==> config.mk <==
export PLATFORM = sky130hd
export DESIGN_NAME = ccd_inverse_kinematics_sweep
export DESIGN_NICKNAME = d
export VERILOG_FILES = /design/src/sv/ccdik_pkg.sv /design/src/sv/ccd_inverse_kinematics_sweep.sv /design/src/sv/ccdik_cordic.sv
export VERILOG_INCLUDE_DIRS = /design/src /design/src/sv
export SDC_FILE = /design/constraint.sdc
export NUM_CORES = 2
export LEC_CHECK = 0
export BUFFER_PORTS_ARGS = -buffer_cell sky130_fd_sc_hd__clkbuf_2
export CORE_ASPECT_RATIO = 1.25
export CORE_MARGIN = 2
export CORE_UTILIZATION = 56
export CTS_CLUSTER_DIAMETER = 30
export DETAILED_ROUTE_END_ITERATION = 7
export PLACE_DENSITY = 0.76
export SLEW_MARGIN = 20
export SYNTH_ARGS = -nofsm -noshare
export SYNTH_HDL_FRONTEND = slang
export SYNTH_SLANG_ARGS = --single-unit
export TNS_END_PERCENT = 30
==> constraint.sdc <==
create_clock -name clk -period 9.2 [get_ports clk]
set_clock_uncertainty 0.15 [all_clocks]
set_input_delay 1.38 -clock clk [delete_from_list [all_inputs] [get_ports clk]]
set_output_delay 1.38 -clock clk [all_outputs]
set_load 0.02 [all_outputs]
==> src/sv/assert_macros.svh <==
// Assertion macros for modules that check themselves; the top level uses them.
`ifndef ASSERT_MACROS_SVH
`define ASSERT_MACROS_SVH

// The condition must never hold outside reset.
`define ASSERT_NEVER(label, clk, rst_n, cond, msg) \
    label: assert property (@(posedge clk) disable iff (!rst_n) !(cond)) \
        else $error(msg);

// The antecedent implies the consequent in the same cycle.
`define ASSERT_IMPLIES(label, clk, rst_n, ante, cons, msg) \
    label: assert property (@(posedge clk) disable iff (!rst_n) (ante) |-> (cons)) \
        else $error(msg);

// The antecedent implies the consequent in the next cycle.
`define ASSERT_NEXT(label, clk, rst_n, ante, cons, msg) \
    label: assert property (@(posedge clk) disable iff (!rst_n) (ante) |=> (cons)) \
        else $error(msg);

`endif

==> src/sv/ccdik_pkg.sv <==
// Types, constants and the arctangent table of the inverse kinematics block.
package ccdik_pkg;

    localparam int MAX_LINKS = 5;
    localparam int STEP_W    = 5;
    localparam int XY_W      = 44;
    localparam int Z_W       = 34;

    localparam logic [31:0] GAIN_Q32 = 32'd2608131496;

    localparam logic [2:0] REG_LEN_A  = 3'd0;
    localparam logic [2:0] REG_BASE_X = 3'd5;
    localparam logic [2:0] REG_BASE_Y = 3'd6;

    localparam logic [23:0] LEN_RESET [MAX_LINKS] =
        '{24'd262144, 24'd196608, 24'd393216, 24'd262144, 24'd131072};
    localparam logic [15:0] ANGLE_RESET [MAX_LINKS] =
        '{16'd0, 16'd58982, 16'd54613, 16'd49152, 16'd16384};

    typedef struct packed {
        logic start;
        logic rotate;
    } cordic_cmd_t;

    function automatic logic [31:0] atan_lookup(input logic [STEP_W-1:0] idx);
        logic [31:0] v;
        case (idx)
            5'd0:  v = 32'd536870912;
            5'd1:  v = 32'd316933406;
            5'd2:  v = 32'd167458907;
            5'd3:  v = 32'd85004756;
            5'd4:  v = 32'd42667331;
            5'd5:  v = 32'd21354465;
            5'd6:  v = 32'd10680862;
            5'd7:  v = 32'd5340245;
            5'd8:  v = 32'd2670163;
            5'd9:  v = 32'd1335087;
            5'd10: v = 32'd667544;
            5'd11: v = 32'd333772;
            5'd12: v = 32'd166886;
            5'd13: v = 32'd83443;
            5'd14: v = 32'd41722;
            5'd15: v = 32'd20861;
            5'd16: v = 32'd10430;
            5'd17: v = 32'd5215;
            5'd18: v = 32'd2608;
            5'd19: v = 32'd1304;
            5'd20: v = 32'd652;
            5'd21: v = 32'd326;
            5'd22: v = 32'd163;
            5'd23: v = 32'd81;
            5'd24: v = 32'd41;
            5'd25: v = 32'd20;
            5'd26: v = 32'd10;
            5'd27: v = 32'd5;
            5'd28: v = 32'd3;
            5'd29: v = 32'd1;
            5'd30: v = 32'd1;
            default: v = 32'd0;
        endcase
        return v;
    endfunction

endpackage

==> src/sv/ccd_inverse_kinematics_sweep.sv <==
// Top level: planar chain inverse kinematics, one coordinate descent sweep per target.
//
// Usage. A target point arrives as one request on the s_axis channel (goal_x in
// the low 32 bits of tdata, goal_y above). The block then visits the joints from
// the last to the first. For each joint it rebuilds the chain from the base with
// CORDIC rotations, measures the angle between the end vector and the target
// vector with two CORDIC vectoring passes, and turns the joint by that angle.
// After a last forward pass it sends LINK_COUNT requests on m_axis, base link
// first, each with the link number, the joint angle and the link's far end; tlast
// marks the last link. Link lengths and the base position are written on the cfg
// channel, which is always ready; write it only while the block is idle.
// The single shared CORDIC unit runs every rotation and vectoring pass, one at a
// time, and sets the pace. A forward pass rotates each link in turn; a joint visit
// adds two vectoring passes, or none when a vector is zero. Each target takes one
// forward pass per joint visit plus a last one before the results are sent.
// The block accepts no target until the last result has been taken. A stalled
// receiver simply holds the current result. Reset restores the default lengths,
// the base at the origin and the initial joint angles.
module ccd_inverse_kinematics_sweep #(
    parameter int LINK_COUNT   = 5,
    parameter int CORDIC_STEPS = 16
) (
    input  logic        clk,
    input  logic        rst_n,
    input  logic        s_axis_tvalid,
    output logic        s_axis_tready,
    input  logic [63:0] s_axis_tdata,   // goal_x[31:0], goal_y[63:32]
    output logic        m_axis_tvalid,
    input  logic        m_axis_tready,
    // link_number[2:0], joint_angle[18:3], tip_x[50:19], tip_y[82:51], zero fill
    output logic [87:0] m_axis_tdata,
    output logic        m_axis_tlast,   // final_link
    input  logic        cfg_valid,
    output logic        cfg_ready,
    input  logic [2:0]  cfg_index,
    input  logic [31:0] cfg_data
);

    `include "assert_macros.svh"

    localparam int KW = (LINK_COUNT > 1) ? $clog2(LINK_COUNT) : 1;
    localparam logic [KW-1:0] K_LAST = KW'(LINK_COUNT - 1);
    localparam int XW = ccdik_pkg::XY_W;
    localparam int ZW = ccdik_pkg::Z_W;

    localparam logic [3:0] S_IDLE    = 4'd0;
    localparam logic [3:0] S_FK_INIT = 4'd1;
    localparam logic [3:0] S_FK_MUL  = 4'd2;
    localparam logic [3:0] S_FK_ROT  = 4'd3;
    localparam logic [3:0] S_FK_WAIT = 4'd4;
    localparam logic [3:0] S_VEC_SEL = 4'd5;
    localparam logic [3:0] S_VEC_CHK = 4'd6;
    localparam logic [3:0] S_VT_GO   = 4'd7;
    localparam logic [3:0] S_VT_WAIT = 4'd8;
    localparam logic [3:0] S_VO_GO   = 4'd9;
    localparam logic [3:0] S_VO_WAIT = 4'd10;
    localparam logic [3:0] S_OUT     = 4'd11;

    logic [3:0]         state_reg, state_next;
    logic [KW-1:0]      k_reg, k_next, j_reg, j_next;
    logic               final_reg, final_next;
    logic [15:0]        sum_reg;
    logic [55:0]        prod_reg;
    logic signed [31:0] goal_x_reg, goal_y_reg, base_x_reg, base_y_reg;
    logic signed [31:0] cur_x_reg, cur_y_reg;
    logic signed [32:0] ox_reg, oy_reg, tx_reg, ty_reg;
    logic [31:0]        ang_t_reg;
    logic [23:0]        len_reg   [LINK_COUNT];
    logic [15:0]        angle_reg [LINK_COUNT];
    logic signed [31:0] tip_x_reg [LINK_COUNT];
    logic signed [31:0] tip_y_reg [LINK_COUNT];

    ccdik_pkg::cordic_cmd_t cmd;
    logic signed [XW-1:0]   cx_in, cy_in, cx_out, cy_out;
    logic signed [ZW-1:0]   cz_in, cz_out;
    logic                   c_done;

    ccdik_cordic #(.CORDIC_STEPS(CORDIC_STEPS)) u_cordic (
        .clk   (clk),
        .rst_n (rst_n),
        .cmd   (cmd),
        .x_in  (cx_in),
        .y_in  (cy_in),
        .z_in  (cz_in),
        .x_out (cx_out),
        .y_out (cy_out),
        .z_out (cz_out),
        .done  (c_done)
    );

    // Start of a rotation: fold the absolute link angle into the right half plane.
    logic signed [ZW-1:0] z_abs;
    logic signed [XW-1:0] x_start;
    logic                 fold;
    assign z_abs   = ZW'($signed({sum_reg, 16'h0000}));
    assign x_start = $signed({{(XW - 32){1'b0}}, prod_reg[55:24]});
    assign fold    = (z_abs > $signed(ZW'(34'sd1073741824)))
                  || (z_abs < $signed(-ZW'(34'sd1073741824)));

    // Start of a vectoring pass: scale by 256 and move into the right half plane.
    logic signed [32:0]   vx, vy;
    logic signed [XW-1:0] vx_s, vy_s;
    assign vx   = (state_reg == S_VT_GO) ? tx_reg : ox_reg;
    assign vy   = (state_reg == S_VT_GO) ? ty_reg : oy_reg;
    assign vx_s = XW'(vx) <<< 8;
    assign vy_s = XW'(vy) <<< 8;

    logic zero_vec;
    assign zero_vec = ((ox_reg == 33'sd0) && (oy_reg == 33'sd0))
                   || ((tx_reg == 33'sd0) && (ty_reg == 33'sd0));

    always_comb
    begin
        cmd   = '0;
        cx_in = x_start;
        cy_in = '0;
        cz_in = z_abs;
        if (state_reg == S_FK_ROT)
        begin
            cmd.start  = 1'b1;
            cmd.rotate = 1'b1;
            if (fold)
            begin
                cx_in = -x_start;
                cz_in = z_abs[ZW-1] ? z_abs + ZW'(34'sd2147483648)
                                    : z_abs - ZW'(34'sd2147483648);
            end
        end
        else if ((state_reg == S_VT_GO && !zero_vec) || state_reg == S_VO_GO)
        begin
            cmd.start = 1'b1;
            cx_in     = vx_s[XW-1] ? -vx_s : vx_s;
            cy_in     = vx_s[XW-1] ? -vy_s : vy_s;
            cz_in     = vx_s[XW-1] ? ZW'(34'sd2147483648) : '0;
        end
    end

    // Tip update: rounded offset added to the previous tip, saturated.
    logic signed [XW-1:0] rx, ry;
    logic signed [36:0]   nx_w, ny_w;
    logic signed [31:0]   nx, ny;
    assign rx   = (cx_out + XW'(128)) >>> 8;
    assign ry   = (cy_out + XW'(128)) >>> 8;
    assign nx_w = 37'(cur_x_reg) + 37'(rx);
    assign ny_w = 37'(cur_y_reg) + 37'(ry);

    function automatic logic signed [31:0] sat32(input logic signed [36:0] v);
        logic signed [31:0] r;
        if (v > 37'sd2147483647)
            r = 32'sh7FFFFFFF;
        else if (v < -37'sd2147483648)
            r = 32'sh80000000;
        else
            r = v[31:0];
        return r;
    endfunction

    assign nx = sat32(nx_w);
    assign ny = sat32(ny_w);

    // Joint position for the visited joint: the base for joint 0.
    logic signed [31:0] pj_x, pj_y;
    assign pj_x = (k_reg == '0) ? base_x_reg : tip_x_reg[KW'(k_reg - 1'b1)];
    assign pj_y = (k_reg == '0) ? base_y_reg : tip_y_reg[KW'(k_reg - 1'b1)];

    logic [31:0] delta;
    logic [31:0] delta_r;
    assign delta   = ang_t_reg - cz_out[31:0];
    assign delta_r = delta + 32'h0000_8000;

    always_comb
    begin
        state_next = state_reg;
        k_next     = k_reg;
        j_next     = j_reg;
        final_next = final_reg;
        case (state_reg)
            S_IDLE:
            begin
                if (s_axis_tvalid)
                begin
                    j_next     = K_LAST;
                    final_next = 1'b0;
                    state_next = S_FK_INIT;
                end
            end
            S_FK_INIT:
            begin
                k_next     = '0;
                state_next = S_FK_MUL;
            end
            S_FK_MUL:  state_next = S_FK_ROT;
            S_FK_ROT:  state_next = S_FK_WAIT;
            S_FK_WAIT:
            begin
                if (c_done)
                begin
                    if (k_reg == K_LAST)
                    begin
                        state_next = final_reg ? S_OUT : S_VEC_SEL;
                        k_next     = '0;
                    end
                    else
                    begin
                        k_next     = k_reg + 1'b1;
                        state_next = S_FK_MUL;
                    end
                end
            end
            S_VEC_SEL:
            begin
                k_next     = j_reg;
                state_next = S_VEC_CHK;
            end
            S_VEC_CHK: state_next = S_VT_GO;
            S_VT_GO:
            begin
                if (zero_vec)
                begin
                    state_next = S_FK_INIT;
                    if (j_reg == '0)
                        final_next = 1'b1;
                    else
                        j_next = j_reg - 1'b1;
                end
                else
                begin
                    state_next = S_VT_WAIT;
                end
            end
            S_VT_WAIT:
            begin
                if (c_done)
                    state_next = S_VO_GO;
            end
            S_VO_GO:   state_next = S_VO_WAIT;
            S_VO_WAIT:
            begin
                if (c_done)
                begin
                    state_next = S_FK_INIT;
                    if (j_reg == '0)
                        final_next = 1'b1;
                    else
                        j_next = j_reg - 1'b1;
                end
            end
            S_OUT:
            begin
                if (m_axis_tready)
                begin
                    if (k_reg == K_LAST)
                        state_next = S_IDLE;
                    else
                        k_next = k_reg + 1'b1;
                end
            end
            default:   state_next = S_IDLE;
        endcase
    end

    always_ff @(posedge clk or negedge rst_n)
    begin
        if (!rst_n)
        begin
            state_reg  <= S_IDLE;
            k_reg      <= '0;
            j_reg      <= '0;
            final_reg  <= 1'b0;
            base_x_reg <= '0;
            base_y_reg <= '0;
            for (int i = 0; i < LINK_COUNT; i++)
            begin
                len_reg[i]   <= ccdik_pkg::LEN_RESET[i];
                angle_reg[i] <= ccdik_pkg::ANGLE_RESET[i];
            end
        end
        else
        begin
            state_reg <= state_next;
            k_reg     <= k_next;
            j_reg     <= j_next;
            final_reg <= final_next;
            if (cfg_valid)
            begin
                if (cfg_index < 3'(LINK_COUNT))
                    len_reg[cfg_index[KW-1:0]] <= cfg_data[23:0];
                else if (cfg_index == ccdik_pkg::REG_BASE_X)
                    base_x_reg <= cfg_data;
                else if (cfg_index == ccdik_pkg::REG_BASE_Y)
                    base_y_reg <= cfg_data;
            end
            // The visited joint turns by the rounded upper half of the angle step.
            if (state_reg == S_VO_WAIT && c_done)
                angle_reg[k_reg] <= angle_reg[k_reg] + delta_r[31:16];
        end
    end

    always_ff @(posedge clk)
    begin
        case (state_reg)
            S_IDLE:
            begin
                goal_x_reg <= s_axis_tdata[31:0];
                goal_y_reg <= s_axis_tdata[63:32];
            end
            S_FK_INIT:
            begin
                sum_reg   <= '0;
                cur_x_reg <= base_x_reg;
                cur_y_reg <= base_y_reg;
            end
            S_FK_MUL:
            begin
                sum_reg  <= sum_reg + angle_reg[k_reg];
                prod_reg <= 56'(len_reg[k_reg]) * 56'(ccdik_pkg::GAIN_Q32);
            end
            S_FK_WAIT:
            begin
                if (c_done)
                begin
                    tip_x_reg[k_reg] <= nx;
                    tip_y_reg[k_reg] <= ny;
                    cur_x_reg        <= nx;
                    cur_y_reg        <= ny;
                end
            end
            S_VEC_CHK:
            begin
                ox_reg <= 33'(tip_x_reg[K_LAST]) - 33'(pj_x);
                oy_reg <= 33'(tip_y_reg[K_LAST]) - 33'(pj_y);
                tx_reg <= 33'(goal_x_reg) - 33'(pj_x);
                ty_reg <= 33'(goal_y_reg) - 33'(pj_y);
            end
            S_VT_WAIT:
            begin
                if (c_done)
                    ang_t_reg <= cz_out[31:0];
            end
            default:
            begin
            end
        endcase
    end

    assign s_axis_tready = (state_reg == S_IDLE);
    assign cfg_ready     = 1'b1;
    assign m_axis_tvalid = (state_reg == S_OUT);
    assign m_axis_tlast  = (k_reg == K_LAST);
    assign m_axis_tdata  = {5'b0, tip_y_reg[k_reg], tip_x_reg[k_reg], angle_reg[k_reg],
                            3'(k_reg)};

    `ASSERT_NEVER(a_one_side, clk, rst_n, s_axis_tready && m_axis_tvalid,
        "target accepted while results are still pending")
    `ASSERT_NEXT(a_back_idle, clk, rst_n, m_axis_tvalid && m_axis_tready && m_axis_tlast,
        s_axis_tready, "block did not return to idle after the last result")
    `ASSERT_IMPLIES(a_cordic_done, clk, rst_n, c_done,
        state_reg == S_FK_WAIT || state_reg == S_VT_WAIT || state_reg == S_VO_WAIT,
        "CORDIC finished while the sequencer was not waiting for it")

endmodule

==> src/sv/ccdik_cordic.sv <==
// Shared CORDIC unit, one micro-rotation per cycle, rotation or vectoring mode.
module ccdik_cordic #(
    parameter int CORDIC_STEPS = 16
) (
    input  logic                              clk,
    input  logic                              rst_n,
    input  ccdik_pkg::cordic_cmd_t            cmd,
    input  logic signed [ccdik_pkg::XY_W-1:0] x_in,
    input  logic signed [ccdik_pkg::XY_W-1:0] y_in,
    input  logic signed [ccdik_pkg::Z_W-1:0]  z_in,
    output logic signed [ccdik_pkg::XY_W-1:0] x_out,
    output logic signed [ccdik_pkg::XY_W-1:0] y_out,
    output logic signed [ccdik_pkg::Z_W-1:0]  z_out,
    output logic                              done
);

    localparam logic [ccdik_pkg::STEP_W-1:0] LAST_STEP = ccdik_pkg::STEP_W'(CORDIC_STEPS - 1);

    logic signed [ccdik_pkg::XY_W-1:0] x_reg, y_reg, x_next, y_next;
    logic signed [ccdik_pkg::Z_W-1:0]  z_reg, z_next;
    logic [ccdik_pkg::STEP_W-1:0]      step_reg;
    logic                              busy_reg, done_reg, rotate_reg;
    logic signed [ccdik_pkg::XY_W-1:0] xs, ys;
    logic signed [ccdik_pkg::Z_W-1:0]  atan_val;
    logic                              dir;

    assign xs       = x_reg >>> step_reg;
    assign ys       = y_reg >>> step_reg;
    assign atan_val = $signed({2'b00, ccdik_pkg::atan_lookup(step_reg)});
    // Rotation drives the residual angle to zero; vectoring drives y to zero.
    assign dir      = rotate_reg ? !z_reg[ccdik_pkg::Z_W-1] : (y_reg <= 0);

    always_comb
    begin
        if (dir)
        begin
            x_next = x_reg - ys;
            y_next = y_reg + xs;
            z_next = z_reg - atan_val;
        end
        else
        begin
            x_next = x_reg + ys;
            y_next = y_reg - xs;
            z_next = z_reg + atan_val;
        end
    end

    always_ff @(posedge clk or negedge rst_n)
    begin
        if (!rst_n)
        begin
            busy_reg   <= 1'b0;
            done_reg   <= 1'b0;
            step_reg   <= '0;
            rotate_reg <= 1'b0;
        end
        else
        begin
            done_reg <= 1'b0;
            if (cmd.start)
            begin
                busy_reg   <= 1'b1;
                step_reg   <= '0;
                rotate_reg <= cmd.rotate;
            end
            else if (busy_reg)
            begin
                if (step_reg == LAST_STEP)
                begin
                    busy_reg <= 1'b0;
                    done_reg <= 1'b1;
                end
                else
                begin
                    step_reg <= step_reg + 1'b1;
                end
            end
        end
    end

    always_ff @(posedge clk)
    begin
        if (cmd.start)
        begin
            x_reg <= x_in;
            y_reg <= y_in;
            z_reg <= z_in;
        end
        else if (busy_reg)
        begin
            x_reg <= x_next;
            y_reg <= y_next;
            z_reg <= z_next;
        end
    end

    assign x_out = x_reg;
    assign y_out = y_reg;
    assign z_out = z_reg;
    assign done  = done_reg;

endmodule
[Word level (Yosys, flattened, before mapping)]
Memories as Yosys holds them, arrays and structs flattened.
Cells that the tools add are included.
Word-level totals
  bits in registers: 766
  output and inout bits: 92
  bits in writable memories: 320
  memories kept: 3
  memory bits (read-only): 960
  bits of input ports: 104
  word-level logic and storage cells: 226
Memories
  (name not given): words 32, width 30, rd ports 1, clocked after memory_dff 0, wr ports 0, RTL line ccdik_pkg.sv:27  | case (idx)
  tip_x_reg: words 5, width 32, rd ports 3, clocked after memory_dff 0, wr ports 1, RTL line ccd_inverse_kinematics_sweep.sv:70  | logic signed [31:0] tip_x_reg [LINK_COUNT];
  tip_y_reg: words 5, width 32, rd ports 3, clocked after memory_dff 0, wr ports 1, RTL line ccd_inverse_kinematics_sweep.sv:71  | logic signed [31:0] tip_y_reg [LINK_COUNT];
Cells by class
  $lt $le $gt $ge: 12
  shifts and indexed selects: 2
  eq/ne operators: 24
  mux-type cells: 87
  $add $sub $neg: 27
  $mul: 1
  bitwise operators: 4
  reduce and logical (&&, ||, !) cells: 32
Operators with widths (count)
  44-bit 2-to-1 mux: 13
  32-bit 2-to-1 mux: 9
  34-bit 2-to-1 mux: 7
  33-bit logical NOT: 4
  32-bit by 32-bit subtractor with 33-bit output: 4
  32-bit one-hot mux with 2 select lines: 2
  120-bit bitwise mux: 1
  44-bit adder: 2
  44-bit by 9-bit adder with 44-bit output (second input constant): 2
  41-bit negation with 44-bit output: 2
  44-bit by 5-bit >>> shifter with 44-bit output: 2
  44-bit subtractor: 2
  80-bit bitwise mux: 1
  32-bit by 36-bit adder with 37-bit output: 2
  37-bit by 32-bit greater-than comparator with 1-bit output (second input constant): 2
  37-bit by 32-bit less-than comparator with 1-bit output (second input constant): 2
  24-bit binary-select mux with 3-bit select: 1
  24-bit demux with 3-bit select: 1
  24-bit 2-to-1 mux: 3
  33-bit 2-to-1 mux: 2
  24-bit by 29-bit multiplier with 53-bit output (second input constant): 1
  16-bit binary-select mux with 3-bit select: 1
  16-bit demux with 3-bit select: 1
  16-bit 2-to-1 mux: 3
  other kinds (48): 119

[Longest topological paths before layout]
  depth after elaboration: 10
  depth in mapped cells: 33

[Hierarchy]
A second synthesis with hierarchy kept.
Unflattened totals
  cells, all modules: 8836
  area total of the unflattened synthesis: 89562.1 um^2
By module, submodules not included
  ccd_inverse_kinematics_sweep: area each 67418.4 um^2, cells each 6204, sequential area each 26735.6 um^2, instances 1
  ccdik_cordic: area each 22143.7 um^2, cells each 2632, sequential area each 3863.7 um^2, instances 1

[Worst setup path after synthesis]
No wires, ideal clock.
  kind: reg2reg
  start point: register k_reg[0]
  end point: register prod_reg[55] (data pin)
  arrival time: 9098 ps
  buffers on the path: 3
  period minus slack after synthesis: 9507 ps
  setup time: 260 ps
  data required time: 8790 ps
  cell stages (with the launch flop): 33
  setup slack: -307 ps
  cells stage by stage: dfrtp_1 -> clkbuf_1 -> clkbuf_1 -> buf_1 -> mux4_2 -> inv_1 -> o21ai_0 -> ha_1 -> inv_1 -> fa_1 -> inv_1 -> fa_1 -> inv_1 -> fa_1 -> fa_1 -> inv_1 -> fa_1 -> inv_1 -> fa_1 -> inv_1 -> ha_1 -> a21oi_1 -> a21oi_1 -> a2111oi_0 -> a31oi_1 -> a41oi_1 -> o311ai_0 -> a31oi_1 -> o21a_1 -> o21ai_0 -> nor4_1 -> nor3_1 -> xnor2_1
On the way
  cells in the longest elaborated chain, start to end: 5
Ends and longest elaborated chain
  from (decl): RTL line ccd_inverse_kinematics_sweep.sv:60  | logic [KW-1:0] k_reg, k_next, j_reg, j_next;
  from (signal assigned): RTL line ccd_inverse_kinematics_sweep.sv:281  | k_reg <= k_next;
  3-bit NOT with 4-bit output (not written as such): RTL line ccd_inverse_kinematics_sweep.sv:316  | prod_reg <= 56'(len_reg[k_reg]) * 56'(ccdik_pkg::GAIN_Q32);
  24-bit binary-select mux with 3-bit select: RTL line ccd_inverse_kinematics_sweep.sv:316
  24-bit 2-to-1 mux (not written as such) (2 in series): RTL line ccd_inverse_kinematics_sweep.sv:316
  24-bit by 29-bit multiplier with 53-bit output: RTL line ccd_inverse_kinematics_sweep.sv:316
  to (signal assigned): RTL line ccd_inverse_kinematics_sweep.sv:316
  to (decl): RTL line ccd_inverse_kinematics_sweep.sv:63  | logic [55:0] prod_reg;
Every way passes these cells. The select of a mux whose other input is x is not followed.
A chain may end at the register's enable or synchronous reset.

[Worst setup path after layout]
Same ends and word-level chain as after synthesis.

==> results.yml <==
run_status:
  status: "finished clean"
routing:
  drc: 0
  drt_iter0_markers: 8850
  firstDrtPassIters: 6
  viasPerCell: 6.55
  wirelength_um: 289000
  avgRoutedWirePerCell_um: 26.9
  ant_nets: 0
  num_vias: 70300
finish:
  nets: 9578
  fin_area_mm2: 0.0977
  syn_to_final_growth_pct: 12.8
  drive_above_1_share: 0.159
yosys:
  synth-main-ff-cell: "edfxtp_1"
  seq_area_frac_synth: 0.353
  yosys.area.top_type_share: 0.271
  async_reset_ff_frac: 0.266
  syn_area_mm2: 0.0866
  synth_edf_count: 782
  netlist-cell-type-count: 98
  synth_warnings: 0
  avgSynthCellArea_um2: 10.4
  synth_top_cell_by_area: "edfxtp_1"
  ys_seq_elements: 1065
  postSynthCellCount: 8309
  yosys-top-cells-area: "edfxtp_1 (27%), ha_1 (9.6%), dfrtp_1 (7.4%)"
clock_tree:
  cts_tree: "built"
  clock-root-buffer: "clkbuf_16"
  clk_pin_slew_worst_paths_ns: 0.06
  cts_buffer_depth: 3
  cts.sinks: 1065
  holdBufCountCts: 0
  cts_max_level: 4
  cts_inserted_buffers: 203
  insertion_delay_ns: 0.87
worst_setup_path:
  crit_end: "prod_reg[55]"
  reg2reg_depth: 31
  r2r-end: "prod_reg[55]"
  cp-start-kind: "register"
  cp.required_ns: 9.60
  crit_type: "reg2reg"
  endpoint_kind: "register"
  cpMaxStageDelayCell: "fa_1"
  crit_arrival_ns: 9.22
  critPathMaxFanout: 15
  critPathMostFrequentCell: "fa_1"
  rrSetupSlack_ns: 0.38
  r2r_start: "k_reg[0]"
  crit_start: "k_reg[0]"
  cpPeakStageDelay_ns: 0.54
timing:
  layout_setup_ws_ns: 0.381
  finalHoldViolCount: 0
  setup_viol: 0
  finalMaxSlewViolations: 0
  max_slew.worst_pin.slew_ns: 1.16
  fin_crit_sh: 0.959
  relSlewSlack: 0.218
  max_freq_mhz: 113
  period_needed_ns: 8.82
global_route:
  grt_pass1_wl_um: 430000
  grt_max_degree: 165
  overflow: 0
  grt_usage: 0.362
  grt_antenna_before_repair: 12
  first_global_vias: 68400
floorplan:
  initial_core_util: 0.563
  die_area_mm2: 0.158
  chipWidth_um: 356
  core_mm2: 0.154
  fp.dieH_um: 444
  ios: 196
  row_count: 161
worst_hold_path:
  hold_path_class: "reg2reg"
placed_design:
  place.gp.congestion: 1.05
  port_buffers: 189
  place_ws_ns: -0.252
  placed_cell_area_mm2: 0.0902
  dp.final_hpwl_um: 220000
flow_run:
  maxCapViolations: 0
==> per-stage QoR <==
step,std cells,utilization,hold WS (ns),TNS (ns)
5_1_grt,10700,0.635,0.353,-0.00859
4_1_cts,10700,0.634,0.325,0
6_report,10700,0.635,0.322,0
3_3_place_gp,10300,0.586,0.305,-0.218
3_5_place_dp,10300,0.586,0.316,-0.647
2_1_floorplan,8313,-,0.293,0
==> cells in the final DEF, fill, tap and decap left out, drive strengths merged, types with 95 or more instances in the layout <==
cell type  count
nand2        451
fa           299
buf          199
a21oi        549
clkbuf       423
edfxtp       782
xnor2        363
mux2         297
ha           666
o21ai        487
nand3        177
inv          675
dfrtp        255
a22oi         95
nor2         571
nor3         153
xor2         240
mux2i        273
a21o         198
mux4         216
==> cells by family (layout without fill, tap and decap cells) <==
kind of cell	Yosys count	count (layout)	share of synthesized area
flops	1065	1065	0.353
fa+ha+maj	965	965	0.165
mux	786	786	0.126
simple gates	1848	1848	0.101
xor+xnor	603	603	0.0610
buf+inv	1043	1420	0.0471
other cells	2	11	0.0000867
compound gates	1997	1997	0.146
==> worst min path at each step <==
stage,from,end,slack (ns),cells past startpoint
6_report,angle_reg[31],angle_reg[31],0.32,2
5_1_grt,u_cordic.z_out[26],ang_t_reg[26],0.35,0
4_1_cts,angle_reg[31],angle_reg[31],0.33,2
3_5_place_dp,angle_reg[79],angle_reg[79],0.32,2
3_3_place_gp,angle_reg[28],angle_reg[28],0.31,2
2_1_floorplan,angle_reg[28],angle_reg[28],0.29,2
==> layer usage <==
metal,wire [um],GRT usage,up-vias,share of wire
li1,-,-,30900,-
met1,113000,0.492,34500,0.39
met2,128000,0.547,4073,0.44
met3,30300,0.0751,755,0.10
met4,17100,0.185,6,0.059
met5,45,0,-,0.00016
==> what timing repair did <==
| action | CTS | global route |
|---|---|---|
| setup buffers | 0 | 8 |
| pin swaps | 1 | 1 |
| setup endpoints to repair | 6 | 10 |
| resized for setup | 5 | 7 |
==> synthesized netlist by cell type (13+ instances only) <==
cell	count
nand2b_1	92
clkbuf_1	278
ha_1	666
o221ai_1	22
and2_1	43
xor2_1	240
a21o_1	198
o31a_1	17
or3_1	48
dfrtp_1	255
nor4_1	49
nor2_1	571
o21ai_0	480
mux4_2	214
inv_1	644
nand2_1	451
a31oi_1	69
buf_2	28
edfxtp_1	782
a41oi_1	13
a211oi_1	81
a21oi_1	549
dfstp_2	28
mux2_2	296
o211ai_1	63
buf_1	68
o21bai_1	41
o31ai_1	49
a211o_1	14
mux2i_1	273
or2_2	21
xnor2_1	363
o22ai_1	54
nand4_1	48
nand3_1	176
a21boi_0	28
nor3_1	151
a22oi_1	95
fa_1	299
and3_1	57
o21a_1	78
nor2b_1	76
==> cell type report <==
class	instances	area (um^2)
Sequential cell	1065	30600
Timing Repair Buffer	387	2520
Fill cell	12000	56200
Antenna cell	5	12.5
Clock buffer	235	5330
Multi-Input combinational cell	6205	52200
Inverter	647	2430
Tap cell	2037	2550
Clock inverter	151	2000
==> critical path, delay by kind of cell (launching register included) <==
kind                       cells  cell delay [ns]
AOI/OAI and AO/OA              8             1.68
and+or+nand+nor                4             0.71
DFF                            1             0.53
adders and majority gates      8             3.48
muxes                          1             0.52
xor gates and xnor gates       1             0.11
buffers and inverters          9             1.29
Power is not shown: default switching activity piles up to over one toggle a cycle in this logic, so the estimate is an artifact.
